### src/rtl/core/tqs_pkg.sv
// Shared types and constants for the timer queue scheduler.
// Used by tqs_ctrl, tqs_datapath, timer_queue_scheduler and tqs_checker.
`timescale 1ns / 1ps
package tqs_pkg;

    localparam int MAX_TASKS_DEF   = 16;
    localparam int PERIOD_BITS_DEF = 24;

    localparam int ID_W      = 31;
    localparam int OP_W      = 2;
    localparam int KIND_W    = 2;
    localparam int PER_W     = 24;
    localparam int PER_LSB   = 0;
    localparam int PERIODIC_BIT = 24;
    localparam int TID_LSB   = 25;
    localparam int S_TDATA_W = 56;
    localparam int M_TDATA_W = 32;

    localparam logic [OP_W-1:0] OP_ADD    = 2'd0;
    localparam logic [OP_W-1:0] OP_REMOVE = 2'd1;
    localparam logic [OP_W-1:0] OP_TICK   = 2'd2;

    localparam logic [KIND_W-1:0] EV_ADDED = 2'd0;
    localparam logic [KIND_W-1:0] EV_FIRED = 2'd1;
    localparam logic [KIND_W-1:0] EV_FULL  = 2'd2;

    typedef enum logic [1:0] {
        SCAN_REMOVE,
        SCAN_TICK,
        SCAN_SELECT
    } scan_mode_t;

    typedef struct packed {
        logic       capture;
        logic       scan_start;
        scan_mode_t mode;
        logic       add_exec;
        logic       emit;
    } cmd_t;

    typedef struct packed {
        logic scan_done;
        logic fired_any;
        logic out_free;
        logic sel_last;
    } sts_t;

endpackage

### src/rtl/core/tqs_ctrl.sv
// Sequencer for the timer queue scheduler: decodes the op of each input
// transaction and steps the datapath through add, remove and tick scans. Uses tqs_pkg.
`timescale 1ns / 1ps
module tqs_ctrl import tqs_pkg::*; (
    input  logic            aclk,
    input  logic            aresetn,
    input  logic            s_tvalid,
    output logic            s_tready,
    input  logic [OP_W-1:0] s_op,
    input  sts_t            sts,
    output cmd_t            cmd
);

    typedef enum logic [2:0] {
        ST_IDLE,
        ST_ADD,
        ST_RM_SCAN,
        ST_TICK_SCAN,
        ST_SEL_SCAN,
        ST_EMIT
    } state_t;

    state_t state_reg;
    state_t state_next;

    assign s_tready = (state_reg == ST_IDLE);

    always_comb begin
        state_next = state_reg;
        cmd        = '0;
        unique case (state_reg)
            ST_IDLE: begin
                if (s_tvalid) begin
                    cmd.capture = 1'b1;
                    case (s_op)
                        OP_ADD: state_next = ST_ADD;
                        OP_REMOVE: begin
                            cmd.scan_start = 1'b1;
                            cmd.mode       = SCAN_REMOVE;
                            state_next     = ST_RM_SCAN;
                        end
                        OP_TICK: begin
                            cmd.scan_start = 1'b1;
                            cmd.mode       = SCAN_TICK;
                            state_next     = ST_TICK_SCAN;
                        end
                        default: state_next = ST_IDLE;
                    endcase
                end
            end
            ST_ADD: begin
                if (sts.out_free) begin
                    cmd.add_exec = 1'b1;
                    state_next   = ST_IDLE;
                end
            end
            ST_RM_SCAN: begin
                if (sts.scan_done) begin
                    state_next = ST_IDLE;
                end
            end
            ST_TICK_SCAN: begin
                if (sts.scan_done) begin
                    if (sts.fired_any) begin
                        cmd.scan_start = 1'b1;
                        cmd.mode       = SCAN_SELECT;
                        state_next     = ST_SEL_SCAN;
                    end else begin
                        state_next = ST_IDLE;
                    end
                end
            end
            ST_SEL_SCAN: begin
                if (sts.scan_done) begin
                    state_next = ST_EMIT;
                end
            end
            ST_EMIT: begin
                if (sts.out_free) begin
                    cmd.emit = 1'b1;
                    if (sts.sel_last) begin
                        state_next = ST_IDLE;
                    end else begin
                        cmd.scan_start = 1'b1;
                        cmd.mode       = SCAN_SELECT;
                        state_next     = ST_SEL_SCAN;
                    end
                end
            end
            default: state_next = ST_IDLE;
        endcase
    end

    always_ff @(posedge aclk) begin
        if (!aresetn) begin
            state_reg <= ST_IDLE;
        end else begin
            state_reg <= state_next;
        end
    end

endmodule

### src/rtl/core/tqs_datapath.sv
// Datapath of the timer queue scheduler: slot memory, valid/cancel/fired flags,
// scan pipeline, id counter and output register. Uses tqs_pkg.
`timescale 1ns / 1ps
module tqs_datapath import tqs_pkg::*; #(
    parameter int MAX_TASKS   = MAX_TASKS_DEF,
    parameter int PERIOD_BITS = PERIOD_BITS_DEF
) (
    input  logic                 aclk,
    input  logic                 aresetn,
    input  cmd_t                 cmd,
    output sts_t                 sts,
    input  logic [S_TDATA_W-1:0] s_tdata,
    input  logic                 m_tready,
    output logic                 m_tvalid,
    output logic [M_TDATA_W-1:0] m_tdata,
    output logic [KIND_W-1:0]    m_tuser,
    output logic                 m_tlast
);

    localparam int IDX_W = (MAX_TASKS > 1) ? $clog2(MAX_TASKS) : 1;
    localparam int CNT_W = $clog2(MAX_TASKS + 1);

    typedef struct packed {
        logic                   periodic;
        logic [ID_W-1:0]        id;
        logic [PERIOD_BITS-1:0] period;
        logic [PERIOD_BITS-1:0] rem;
    } slot_t;

    slot_t mem [MAX_TASKS];

    logic [PERIOD_BITS-1:0] per_cap_reg;
    logic                   periodic_cap_reg;
    logic [ID_W-1:0]        tid_cap_reg;
    logic [PERIOD_BITS-1:0] per_in;
    logic [PERIOD_BITS-1:0] per_next;

    logic [MAX_TASKS-1:0] valid_reg;
    logic [MAX_TASKS-1:0] cancel_reg;
    logic [MAX_TASKS-1:0] fired_reg;
    logic [ID_W-1:0]      next_id_reg;

    scan_mode_t       mode_reg;
    logic             scan_active_reg;
    logic [CNT_W-1:0] iss_cnt_reg;
    logic             proc_vld_reg;
    logic [IDX_W-1:0] proc_idx_reg;
    slot_t            rd_word_reg;
    logic             issuing;

    logic             best_found_reg;
    logic [ID_W-1:0]  best_id_reg;
    logic [IDX_W-1:0] best_idx_reg;
    logic [MAX_TASKS-1:0] best_mask;
    logic             sel_last;

    logic             table_full;
    logic [IDX_W-1:0] free_idx;
    logic             add_ok;

    logic             mem_we;
    logic [IDX_W-1:0] mem_waddr;
    slot_t            mem_wdata;

    logic             rem_gt1;
    logic             p_valid;
    logic             p_cancel;

    logic              m_tvalid_reg;
    logic [KIND_W-1:0] m_kind_reg;
    logic [ID_W-1:0]   m_id_reg;
    logic              m_last_reg;
    logic              out_free;

    // period field mapped to PERIOD_BITS, zero promoted to one
    always_comb begin
        per_in = '0;
        for (int i = 0; i < PERIOD_BITS; i++) begin
            if (i < PER_W) begin
                per_in[i] = s_tdata[PER_LSB + i];
            end
        end
        per_next = (per_in == '0) ? PERIOD_BITS'(1) : per_in;
    end

    always_ff @(posedge aclk) begin
        if (cmd.capture) begin
            per_cap_reg      <= per_next;
            periodic_cap_reg <= s_tdata[PERIODIC_BIT];
            tid_cap_reg      <= s_tdata[TID_LSB +: ID_W];
        end
    end

    // lowest free slot
    always_comb begin
        free_idx = '0;
        for (int i = MAX_TASKS - 1; i >= 0; i--) begin
            if (!valid_reg[i]) begin
                free_idx = IDX_W'(i);
            end
        end
    end

    assign table_full = &valid_reg;
    assign add_ok     = cmd.add_exec && !table_full;

    // scan pipeline: issue read, then process one slot per cycle
    assign issuing  = scan_active_reg && (iss_cnt_reg != CNT_W'(MAX_TASKS));
    assign p_valid  = valid_reg[proc_idx_reg];
    assign p_cancel = cancel_reg[proc_idx_reg];
    assign rem_gt1  = rd_word_reg.rem > PERIOD_BITS'(1);

    always_ff @(posedge aclk) begin
        if (!aresetn) begin
            scan_active_reg <= 1'b0;
            iss_cnt_reg     <= '0;
            proc_vld_reg    <= 1'b0;
            mode_reg        <= SCAN_REMOVE;
        end else begin
            proc_vld_reg <= issuing;
            if (cmd.scan_start) begin
                scan_active_reg <= 1'b1;
                iss_cnt_reg     <= '0;
                mode_reg        <= cmd.mode;
            end else if (sts.scan_done) begin
                scan_active_reg <= 1'b0;
            end else if (issuing) begin
                iss_cnt_reg <= iss_cnt_reg + CNT_W'(1);
            end
        end
    end

    always_ff @(posedge aclk) begin
        if (issuing) begin
            rd_word_reg  <= mem[iss_cnt_reg[IDX_W-1:0]];
            proc_idx_reg <= iss_cnt_reg[IDX_W-1:0];
        end
    end

    always_comb begin
        mem_we    = 1'b0;
        mem_waddr = proc_idx_reg;
        mem_wdata = rd_word_reg;
        if (add_ok) begin
            mem_we             = 1'b1;
            mem_waddr          = free_idx;
            mem_wdata.periodic = periodic_cap_reg;
            mem_wdata.id       = next_id_reg;
            mem_wdata.period   = per_cap_reg;
            mem_wdata.rem      = per_cap_reg;
        end else if (proc_vld_reg && mode_reg == SCAN_TICK && p_valid) begin
            if (rem_gt1) begin
                mem_we        = 1'b1;
                mem_wdata.rem = rd_word_reg.rem - PERIOD_BITS'(1);
            end else if (!p_cancel && rd_word_reg.periodic) begin
                mem_we        = 1'b1;
                mem_wdata.rem = rd_word_reg.period;
            end
        end
    end

    always_ff @(posedge aclk) begin
        if (mem_we) begin
            mem[mem_waddr] <= mem_wdata;
        end
    end

    assign best_mask = {{(MAX_TASKS-1){1'b0}}, 1'b1} << best_idx_reg;
    assign sel_last  = (fired_reg & ~best_mask) == '0;

    always_ff @(posedge aclk) begin
        if (!aresetn) begin
            valid_reg   <= '0;
            cancel_reg  <= '0;
            fired_reg   <= '0;
            next_id_reg <= '0;
        end else begin
            if (add_ok) begin
                valid_reg[free_idx]  <= 1'b1;
                cancel_reg[free_idx] <= 1'b0;
                next_id_reg          <= next_id_reg + ID_W'(1);
            end
            if (proc_vld_reg) begin
                case (mode_reg)
                    SCAN_REMOVE: begin
                        if (p_valid && !p_cancel && rd_word_reg.id == tid_cap_reg) begin
                            cancel_reg[proc_idx_reg] <= 1'b1;
                        end
                    end
                    SCAN_TICK: begin
                        if (p_valid && !rem_gt1) begin
                            if (p_cancel) begin
                                valid_reg[proc_idx_reg]  <= 1'b0;
                                cancel_reg[proc_idx_reg] <= 1'b0;
                            end else begin
                                fired_reg[proc_idx_reg] <= 1'b1;
                                if (!rd_word_reg.periodic) begin
                                    valid_reg[proc_idx_reg] <= 1'b0;
                                end
                            end
                        end
                    end
                    default: ;
                endcase
            end
            if (cmd.emit) begin
                fired_reg[best_idx_reg] <= 1'b0;
            end
        end
    end

    // minimum id among fired slots; strict compare keeps lower slot on ties
    always_ff @(posedge aclk) begin
        if (!aresetn) begin
            best_found_reg <= 1'b0;
        end else if (cmd.scan_start) begin
            best_found_reg <= 1'b0;
        end else if (proc_vld_reg && mode_reg == SCAN_SELECT && fired_reg[proc_idx_reg]) begin
            if (!best_found_reg || rd_word_reg.id < best_id_reg) begin
                best_found_reg <= 1'b1;
            end
        end
    end

    always_ff @(posedge aclk) begin
        if (proc_vld_reg && mode_reg == SCAN_SELECT && fired_reg[proc_idx_reg]) begin
            if (!best_found_reg || rd_word_reg.id < best_id_reg) begin
                best_id_reg  <= rd_word_reg.id;
                best_idx_reg <= proc_idx_reg;
            end
        end
    end

    // output register
    assign out_free = !m_tvalid_reg || m_tready;

    always_ff @(posedge aclk) begin
        if (!aresetn) begin
            m_tvalid_reg <= 1'b0;
        end else if (cmd.add_exec || cmd.emit) begin
            m_tvalid_reg <= 1'b1;
        end else if (m_tready) begin
            m_tvalid_reg <= 1'b0;
        end
    end

    always_ff @(posedge aclk) begin
        if (cmd.add_exec) begin
            m_kind_reg <= table_full ? EV_FULL : EV_ADDED;
            m_id_reg   <= table_full ? '0 : next_id_reg;
            m_last_reg <= 1'b1;
        end else if (cmd.emit) begin
            m_kind_reg <= EV_FIRED;
            m_id_reg   <= best_id_reg;
            m_last_reg <= sel_last;
        end
    end

    assign m_tvalid = m_tvalid_reg;
    assign m_tdata  = {{(M_TDATA_W-ID_W){1'b0}}, m_id_reg};
    assign m_tuser  = m_kind_reg;
    assign m_tlast  = m_last_reg;

    assign sts.scan_done = scan_active_reg && !issuing && !proc_vld_reg;
    assign sts.fired_any = |fired_reg;
    assign sts.out_free  = out_free;
    assign sts.sel_last  = sel_last;

endmodule

### src/rtl/core/timer_queue_scheduler.sv
// Timer queue scheduler top level: tqs_ctrl sequencer plus tqs_datapath.
// Add: the result goes into the output register once that register is free.
// Remove: one scan over the slot memory. Tick: one countdown scan, then for each
// fired task a minimum-id search over the slot memory (one slot a cycle).
// One input transaction at a time. aresetn (synchronous) clears all slot flags
// and the id counter, which empties every slot; no clearing pass is needed.
`timescale 1ns / 1ps
module timer_queue_scheduler import tqs_pkg::*; #(
    parameter int MAX_TASKS   = MAX_TASKS_DEF,
    parameter int PERIOD_BITS = PERIOD_BITS_DEF
) (
    input  logic                 aclk,
    input  logic                 aresetn,
    input  logic                 s_tvalid,
    output logic                 s_tready,
    input  logic [S_TDATA_W-1:0] s_tdata,  // period_ticks[23:0], is_periodic[24], task_id[55:25]
    input  logic [OP_W-1:0]      s_tuser,  // op[1:0]
    output logic                 m_tvalid,
    input  logic                 m_tready,
    output logic [M_TDATA_W-1:0] m_tdata,  // task_id_out[30:0], zero pad[31]
    output logic [KIND_W-1:0]    m_tuser,  // event_kind[1:0]
    output logic                 m_tlast   // last
);

    cmd_t cmd;
    sts_t sts;

    tqs_ctrl u_ctrl (
        .aclk     (aclk),
        .aresetn  (aresetn),
        .s_tvalid (s_tvalid),
        .s_tready (s_tready),
        .s_op     (s_tuser),
        .sts      (sts),
        .cmd      (cmd)
    );

    tqs_datapath #(
        .MAX_TASKS   (MAX_TASKS),
        .PERIOD_BITS (PERIOD_BITS)
    ) u_dp (
        .aclk     (aclk),
        .aresetn  (aresetn),
        .cmd      (cmd),
        .sts      (sts),
        .s_tdata  (s_tdata),
        .m_tready (m_tready),
        .m_tvalid (m_tvalid),
        .m_tdata  (m_tdata),
        .m_tuser  (m_tuser),
        .m_tlast  (m_tlast)
    );

endmodule

### config.mk
export PLATFORM = sky130hd
export DESIGN_NAME = timer_queue_scheduler
export DESIGN_NICKNAME = d
export VERILOG_FILES = /design/src/rtl/core/tqs_pkg.sv /design/src/rtl/core/tqs_ctrl.sv /design/src/rtl/core/tqs_datapath.sv /design/src/rtl/core/timer_queue_scheduler.sv
export SDC_FILE = /design/constraint.sdc
export NUM_CORES = 2
export LEC_CHECK = 0
export ABC_AREA = 1
export BUFFER_PORTS_ARGS = -buffer_cell sky130_fd_sc_hd__buf_2
export CAP_MARGIN = 10
export CORE_MARGIN = 2
export CORE_UTILIZATION = 25
export DETAILED_ROUTE_END_ITERATION = 10
export PLACE_DENSITY = 0.49
export SYNTH_ARGS = -nofsm -noshare
export SYNTH_HDL_FRONTEND = slang
export SYNTH_SLANG_ARGS = --single-unit
### constraint.sdc
create_clock -name aclk -period 7.2 [get_ports aclk]
set_input_delay 0.72 -clock aclk [delete_from_list [all_inputs] [get_ports aclk]]
set_output_delay 0.72 -clock aclk [all_outputs]
set_load 0.03 [all_outputs]
==> summary.md <==
| Metric | Value |
|---|---|
| Outcome | `finished clean` |
| CORE AREA | `between 0.2 and 0.3 mm²` |
| Sequential element share of the synthesized area | `0.727` |
| Cell Chain, Critical Path | `clkinv_1, nor2_1, nand2_1, inv_2, o21ai_4, nand2_1, nand3_1, nor2_4, buf_12` |
| Clock Sinks | `around 1600` |
| Row Count | `between 150 and 200` |
| Residual DRC count | `0` |
| Leakage | `~0.023 µW` |
| Worst r2r src | `u_dp.proc_vld_reg` |
| DRT iter0 DRCs | `3978` |
| Prevailing post-synth register cell | `edfxtp_1` |
| Maximum vdd ir drop | `between 0.2 and 0.25 mV` |
| Worst-Skew Late Latency | `between 0.8 and 0.9 ns` |
| Ys async rst share | `0` |
| Slew @ Worst Pin | `1.21 ns` |
| Non-filler instance count after layout | `between 8000 and 9000` |
| Post-CTS setup buffer count | `0` |
| Min-Delay Endpoint | `u_dp.tid_cap_reg[11]` |
| PD cells | `about 350 mW/mm²` |
| Origin of the worst min-delay path | `s_tdata[36]` |
| Shortest period the worst path allows | `5.11 ns` |
| Most used cell, CP | `nand2_1` |
| Normalized max-slew margin | `0.192` |
| CP Buf/Inv Count | `3` |
| Routability cong. | `0.833` |
| Max reg flops | `1280` |
| Worst path top cell family by delay | `simple AND/OR/NAND/NOR gates` |
| Core Util, Final | `0.289` |
| Congestion Overflow GR | `0` |
| Clk buf depth | `3` |
| Die X-Extent | `510 µm` |
| R2R setup slack | `2.09 ns` |
| Final Max Slew Viols | `0` |
| First-pass GRT wire length | `~270000 µm` |
| Final ANT Viol Nets | `0` |
| Worst Hold Path Cells | `1` |
| RSZ-0062 raised after global routing | `false` |
| Initial antenna violation count | `3` |
| Slowest cell on the critical path | `nor2_4` |
| Final setup fails | `0` |
| Vias in the first global route | `40700` |
| Worst Setup End Kind | `flop` |
| Synth area leader | `edfxtp_1` |
| Synthesized cell area | `0.0641 mm²` |
| Initial core utilization | `0.252` |
| Total track usage | `0.138` |
| Final worst setup slack | `2.09 ns` |
| Routed wire per std cell | `between 20 and 25 µm` |
| IO Port Bufs | `97` |
| Crit path launch type | `flop` |
| Die Y | `510 µm` |
| Total number of yosys warnings | `0` |
| RR Endpoint | `u_dp.mem[15][29]` |
| Place WS | `1.84 ns` |
| Hold_ws | `0.0896 ns` |
| Vias | `~42000` |
| CP peak stage delay | `around 0.97 ns` |
| DR pass1 iterations | `5` |
| Cts hold-fix bufs | `0` |
| Largest net degree at the start of global routing | `between 150 and 200` |
| Mapped Cells | `approximately 5200` |
| Area Overhead vs Synth | `14.9%` |
| CP Class | `flop to flop` |
| Worst hold path type | `primary input to flop` |
| DP Wirelength | `between 100000 and 150000 µm` |
| Share of cells above drive strength 1 | `0.0890` |
| Netlist cell types | `50` |
| Placed Instances | `roughly 8400` |
| Post-Route Setup TNS | `0 ns` |
| # fillers | `roughly 26000` |
| Post-Syn Nets | `5322` |
| Fin. Hold Viols | `0` |
| Clock-pin slew on the worst setup and hold paths | `around 0.060 ns` |
| Fin crit share | `0.709` |
| DR vias/cell | `just under 5` |
| Final net count | `5324` |
| EDFF count, synth | `roughly 1500` |
| Syn Area/Cell | `roughly 12 µm²` |
| Maximum clock frequency | `approximately 200 MHz` |
| Critical Path AT | `about 5.6 ns` |
| Worst Skew | `around 0.035 ns` |
| Post-CTS sizing | `0` |
| Reg2Reg Depth | `9` |
| Die ar. | `0.260 mm²` |
| # IOs | `99` |
| Clock buffer count from CTS | `between 150 and 200` |
| Critical path peak fanout | `between 50 and 60` |
| H-tree levels | `4` |
| Area contributors post-synth | `edfxtp_1, o21ai_0, nor2_1` |
| #FFs+latches synth | `between 1500 and 2000` |
| CTS Root Cell | `clkbuf_16` |
| Required time of the worst setup path | `roughly 7.7 ns` |
| Total of max-cap violations | `0` |
| Share of the synthesized area in the top cell type | `0.697` |
| Routed wire length | `roughly 180000 µm` |
| CTS tree | `done` |
==> worst max-delay path by stage <==
| stage | start | endpoint | depth (start not counted) |
|---|---|---|---|
| 2_1_floorplan | u_dp.iss_cnt_reg[0] | u_dp.iss_cnt_reg[1] | 11 |
| 5_1_grt | u_dp.proc_vld_reg | u_dp.mem[15][11] | 9 |
| 3_5_place_dp | m_tready | u_dp.mem[15][36] | 10 |
| 4_1_cts | u_dp.proc_vld_reg | u_dp.mem[15][7] | 9 |
| 3_3_place_gp | m_tready | u_dp.mem[15][38] | 10 |
| 6_report | u_dp.proc_vld_reg | u_dp.mem[15][29] | 9 |
==> cells in the final DEF, fill, tap and decap left out, drive strengths merged, types with 2 or more instances in the layout <==
cell	synthesis	routed
a211oi	7	7
a21oi	100	100
a221oi	2	2
a31oi	17	17
and3	2	2
buf	49	173
bufinv	0	11
clkbuf	285	192
clkinv	3	85
clkinvlp	0	2
dfxtp	94	94
diode	0	2
edfxtp	1488	1488
ha	37	37
inv	195	204
nand2	565	565
nand3	191	191
nand4	50	50
nor2	819	819
nor3	61	61
nor3b	3	3
nor4	19	19
o211ai	32	32
o21a	3	3
o21ai	780	780
o21bai	4	4
o221ai	133	133
o22ai	219	219
o31ai	13	13
o32ai	2	2
or2	10	10
xnor2	23	23
xor2	12	12
==> per-layer routing <==
metal | global-route usage | vias up | part of all wire
li1 | - | 19200 | -
met1 | 0.204 | 21300 | 0.48
met2 | 0.213 | 1273 | 0.45
met3 | 0.0224 | 211 | 0.059
met4 | 0.0296 | 0 | 0.016
met5 | 0 | - | 0
==> cell type report <==
class | count | area (µm²) | share of cell area
clock buffers | 192 | 4190 | 0.0569
multi-input cells | 3109 | 15600 | 0.213
flip-flops and latches | 1582 | 46600 | 0.633
inverters | 198 | 764 | 0.0104
clock inverters | 104 | 937 | 0.0127
repair buffers | 173 | 1280 | 0.0174
diodes | 2 | 5.00 | 0.0000680
well taps | 3366 | 4210 | 0.0572
==> cells by family after synthesis <==
logic type | share of synthesized area
flops | 0.727
other cells | 0.0000585
simple gates | 0.111
buf+inv | 0.0319
xor+xnor | 0.00478
fa+ha+maj | 0.00722
compound gates | 0.118
==> cells in the mapped netlist (27+ instances only) <==
library cell / instances
edfxtp_1: 1488
inv_1: 179
o221ai_1: 133
dfxtp_1: 94
ha_1: 37
nand3_1: 190
a21oi_1: 100
buf_2: 27
o22ai_1: 219
nand2_1: 556
o21ai_0: 756
nor3_1: 58
nand4_1: 49
nor2_1: 806
o211ai_1: 32
clkbuf_1: 285
==> power breakdown <==
group	leakage (µW)	internal, µW	total [µW]	switching, µW
combinational	0.00669	948	5090	4140
sequential	0.0143	12400	12700	349
clock	0.00250	4580	8230	3650
total	0.0235	17900	26100	8130
==> metrics by stage <==
stage          power, µW  cell area (µm²)
6_report           26100            73600
5_1_grt            27200            73600
4_1_cts            26300            73600
3_5_place_dp       18100            68500
3_3_place_gp       18000            68500
2_1_floorplan      15800            64100
Power figures use the tool's default switching activity.
